--- src/hdl/hstc_ram.sv ---
// Simple dual-port synchronous RAM, one write and one registered read port.
// No dependencies.
module hstc_ram #(
    parameter int W = 8,
    parameter int D = 64
) (
    input  logic                 i_clk,
    input  logic                 i_we,
    input  logic [$clog2(D)-1:0] i_waddr,
    input  logic [W-1:0]         i_wdata,
    input  logic [$clog2(D)-1:0] i_raddr,
    output logic [W-1:0]         o_rdata
);
    logic [W-1:0] r_mem [D];
    logic [W-1:0] r_q;

    always_ff @(posedge i_clk) begin
        if (i_we) begin
            r_mem[i_waddr] <= i_wdata;
        end
        r_q <= r_mem[i_raddr];
    end

    assign o_rdata = r_q;
endmodule

--- config.mk ---
export PLATFORM = sky130hd
export DESIGN_NAME = hstc_ram
export DESIGN_NICKNAME = d
export VERILOG_FILES = /design/src/hdl/hstc_ram.sv
export SDC_FILE = /design/constraint.sdc
export NUM_CORES = 1
export LEC_CHECK = 0
export ABC_AREA = 0
export BUFFER_PORTS_ARGS = -buffer_cell sky130_fd_sc_hd__buf_2
export CAP_MARGIN = 15
export CORE_MARGIN = 2
export CORE_UTILIZATION = 67
export CTS_CLUSTER_SIZE = 24
export DETAILED_ROUTE_END_ITERATION = 8
export PLACE_DENSITY = 0.85
export REMOVE_ABC_BUFFERS = 1
export SYNTH_ARGS = -nofsm -noshare
export SYNTH_HDL_FRONTEND = slang
export SYNTH_SLANG_ARGS = --single-unit
--- constraint.sdc ---
create_clock -name i_clk -period 4.1 [get_ports i_clk]
set_input_delay 0.41 -clock i_clk [delete_from_list [all_inputs] [get_ports i_clk]]
set_output_delay 0.41 -clock i_clk [all_outputs]
set_load 0.1 [all_outputs]
==> metrics.yaml <==
tightest_slew_ps: 1187
finalWeightedCongestion: 0.8580
placed_cells: 1323
grt.total_usage_pct: 30.04
timing.final.crit_share_pct: 62.99
grt_max_degree: 65
hpwl_mm: 26.15
fin_skew_ps: 16.43
routed_wl_mm: 45.36
globalRoute.totalOverflow: 0
drv_slew: 0
cts.reportedPaths.clkPinSlew_ps: 60
layout.cells.non_filler: 1416
use_met3_pct: 6.234
p_total_mw: 10.75
vias_per_cell: 7.185
placeableCoreArea_sq_mm: 0.02964
min_period_ps: 2582
tns_ps: 0
syn_area_sq_mm: 0.02017
finish.instance_area_sq_mm: 0.02221
final_antenna_net_count: 0
finalSetupViolCount: 0
area_growth_pct: 10.11
crit_arrival_ps: 2990
dieHeight_microns: 177.5
drt_iter0_drc: 1780
seq_area_frac_synth_pct: 77.03
hold_viol: 0
synthDistinctLibCells: 40
fp-row-count: 63
dr.pass1.iters: 5
use_met2_pct: 48.37
p_leak_nw: 6.925
nets: 1011
cp.required_ps: 4510
rsz0062_at_grt: "false"
worstSetupStartpointType: "input pin"
ioPinCount: 30
crit_top_cell: "buf_4"
powerDensity_mw_per_mm2: 484.1
worst_slack_ps: 1518
first_global_vias: 10010
start_util_pct: 68.04
fillers: 1542
critical_path.max_fanout: 49
critPathCaptureType: "flip-flop"
ys_warn_count: 0
synth_seq_cells: 520
postPlaceCellArea_sq_mm: 0.02062
max_clock_freq_mhz: 387.2
post-cts-setup-buffers: 0
clkSinkCount: 520
cts_resized: 0
tritoncts: "built"
grt_pass1_wl_mm: 66.59
clk_path_buf_depth: 3
wl_per_cell_microns: 32.03
clockRootBuffer: "clkbuf_16"
num_antenna_cells: 0
vdd_drop_max_mv: 0.4602
slew_headroom_pct: 20.89
grtUsageMet1_pct: 42.62
min_path_type: "input pin to flip-flop"
dieArea_sq_mm: 0.03150
drcViolationCount: 0
clock_latency_ps: 560
antenna_found_initial: 0
syn_avg_cell_area_sq_um: 21.45
grt.busiest_layer: "met2"
synthCells: 940
cts_buffers: 49
port_buffers: 29
vias: 10170
fp.dieW_microns: 177.5
path_cells: "buf_4, buf_4, nand2b_1, o221a_2, nor3_1, o32ai_1"
h-tree-depth: 2
status: "finished, final reports clean"
maxCapViolCount: 0
ctsHoldBuffers: 0
drive_gt1_share_pct: 24.56
cp_top_family: "buffers and inverters"
critPathMaxStageDelay_ps: 610
dp_slack_ps: 1061
path_buf_inv: 2
worstSetupPathType: "input pin to flip-flop"
cp_slowest_cell: "buf_4"
[synthesized netlist by cell type]
master / number / area [sq um]
nand3_1: 13 / 65.06
and2_1: 1 / 6.260
a2111oi_0: 2 / 17.52
nand3b_1: 3 / 22.52
nand4b_1: 1 / 8.760
o22ai_1: 8 / 50.05
o2bb2ai_1: 3 / 26.28
nor4_1: 2 / 12.51
mux2i_1: 23 / 230.2
o2111ai_1: 3 / 26.28
clkbuf_1: 17 / 63.81
nor2_1: 83 / 311.6
a22oi_1: 3 / 22.52
nand4_1: 2 / 12.51
edfxtp_1: 512 / 15370
buf_4: 13 / 97.59
o311ai_1: 1 / 8.760
buf_2: 11 / 55.05
nor3_1: 7 / 35.03
o21ai_1: 2 / 10.01
nor2b_1: 14 / 87.58
buf_12: 2 / 40.04
o221ai_1: 8 / 70.07
a221oi_1: 6 / 52.55
o32ai_1: 2 / 17.52
mux4_2: 126 / 2838
or3_1: 1 / 6.260
buf_6: 4 / 45.04
o41ai_1: 2 / 17.52
nand2_1: 19 / 71.32
a21oi_1: 3 / 15.01
o221a_2: 2 / 22.52
buf_1: 4 / 15.01
nand2b_1: 7 / 43.79
o21a_1: 2 / 15.01
mux2_2: 13 / 146.4
a211oi_1: 4 / 30.03
dfxtp_1: 8 / 160.2
a31oi_1: 1 / 6.260
o21ai_0: 2 / 10.01
[state kept, by name, indices dropped and copies added, names as in the netlist]
signal	count
o_rdata	8
r_mem	512
[layout by cell type, fill, tap and decap left out, drive strengths merged, types with 2 or more instances in the layout]
cell       n
a2111oi    2
a211oi     4
a21oi      3
a221oi     6
a22oi      3
buf       48
bufinv     2
clkbuf    61
clkinv    25
dfxtp      8
edfxtp   512
mux2      13
mux2i     23
mux4     126
nand2     19
nand2b     7
nand3     13
nand3b     3
nand4      2
nor2      83
nor2b     14
nor3       7
nor4       2
o2111ai    3
o21a       2
o21ai      4
o221a      2
o221ai     8
o22ai      8
o2bb2ai    3
o32ai      2
o41ai      2
[through the flow]
| step | hold slack, ps | utilization (%) |
|---|---|---|
| 3_5_place_dp | 835.1 | 69.58 |
| 6_report | 220.8 | 74.92 |
| 2_1_floorplan | 508.9 | - |
| 5_1_grt | 209.4 | 74.92 |
| 3_3_place_gp | 801.5 | 69.53 |
| 4_1_cts | 260.2 | 74.58 |
[routing by layer]
layer	up-vias	wire length, microns
li1	4019	-
met1	5224	16240
met2	802	22470
met3	129	5031
met4	0	1608
met5	-	0
[power breakdown]
| part | internal [mW] | switching, mW |
|---|---|---|
| Clock | 2.38 | 1.84 |
| Sequential | 5.88 | 0.0220 |
| Combinational | 0.206 | 0.412 |
| Total | 8.47 | 2.28 |
[worst paths after layout]
kind	from	endpoint	slack (ps)	depth (start not counted)
worst max-delay path	i_raddr[1]	o_rdata[6]$_DFF_P_	1520	6
worst min-delay path	i_wdata[4]	r_mem[56][4]$_DFFE_PP_	220	1
worst max register to register	r_mem[24][6]$_DFFE_PP_	o_rdata[6]$_DFF_P_	1770	5
worst min register to register	r_mem[34][1]$_DFFE_PP_	o_rdata[1]$_DFF_P_	830	4
[logic make-up after synthesis]
kind of cell    share of synthesized area (%)
mux                                     15.94
simple gates                            3.387
buf+inv                                 1.570
flops                                   77.03
compound gates                          2.072
[cell type report]
class	instances	area [sq um]	area share [%]
clock inverters	28	172.7	0.7776
repair buffers	49	384.1	1.730
multi-input cells	369	4315	19.43
flip-flops and latches	520	15530	69.96
clock buffers	60	1310	5.900
well taps	390	488.0	2.198
Power figures use the tool's default switching activity.
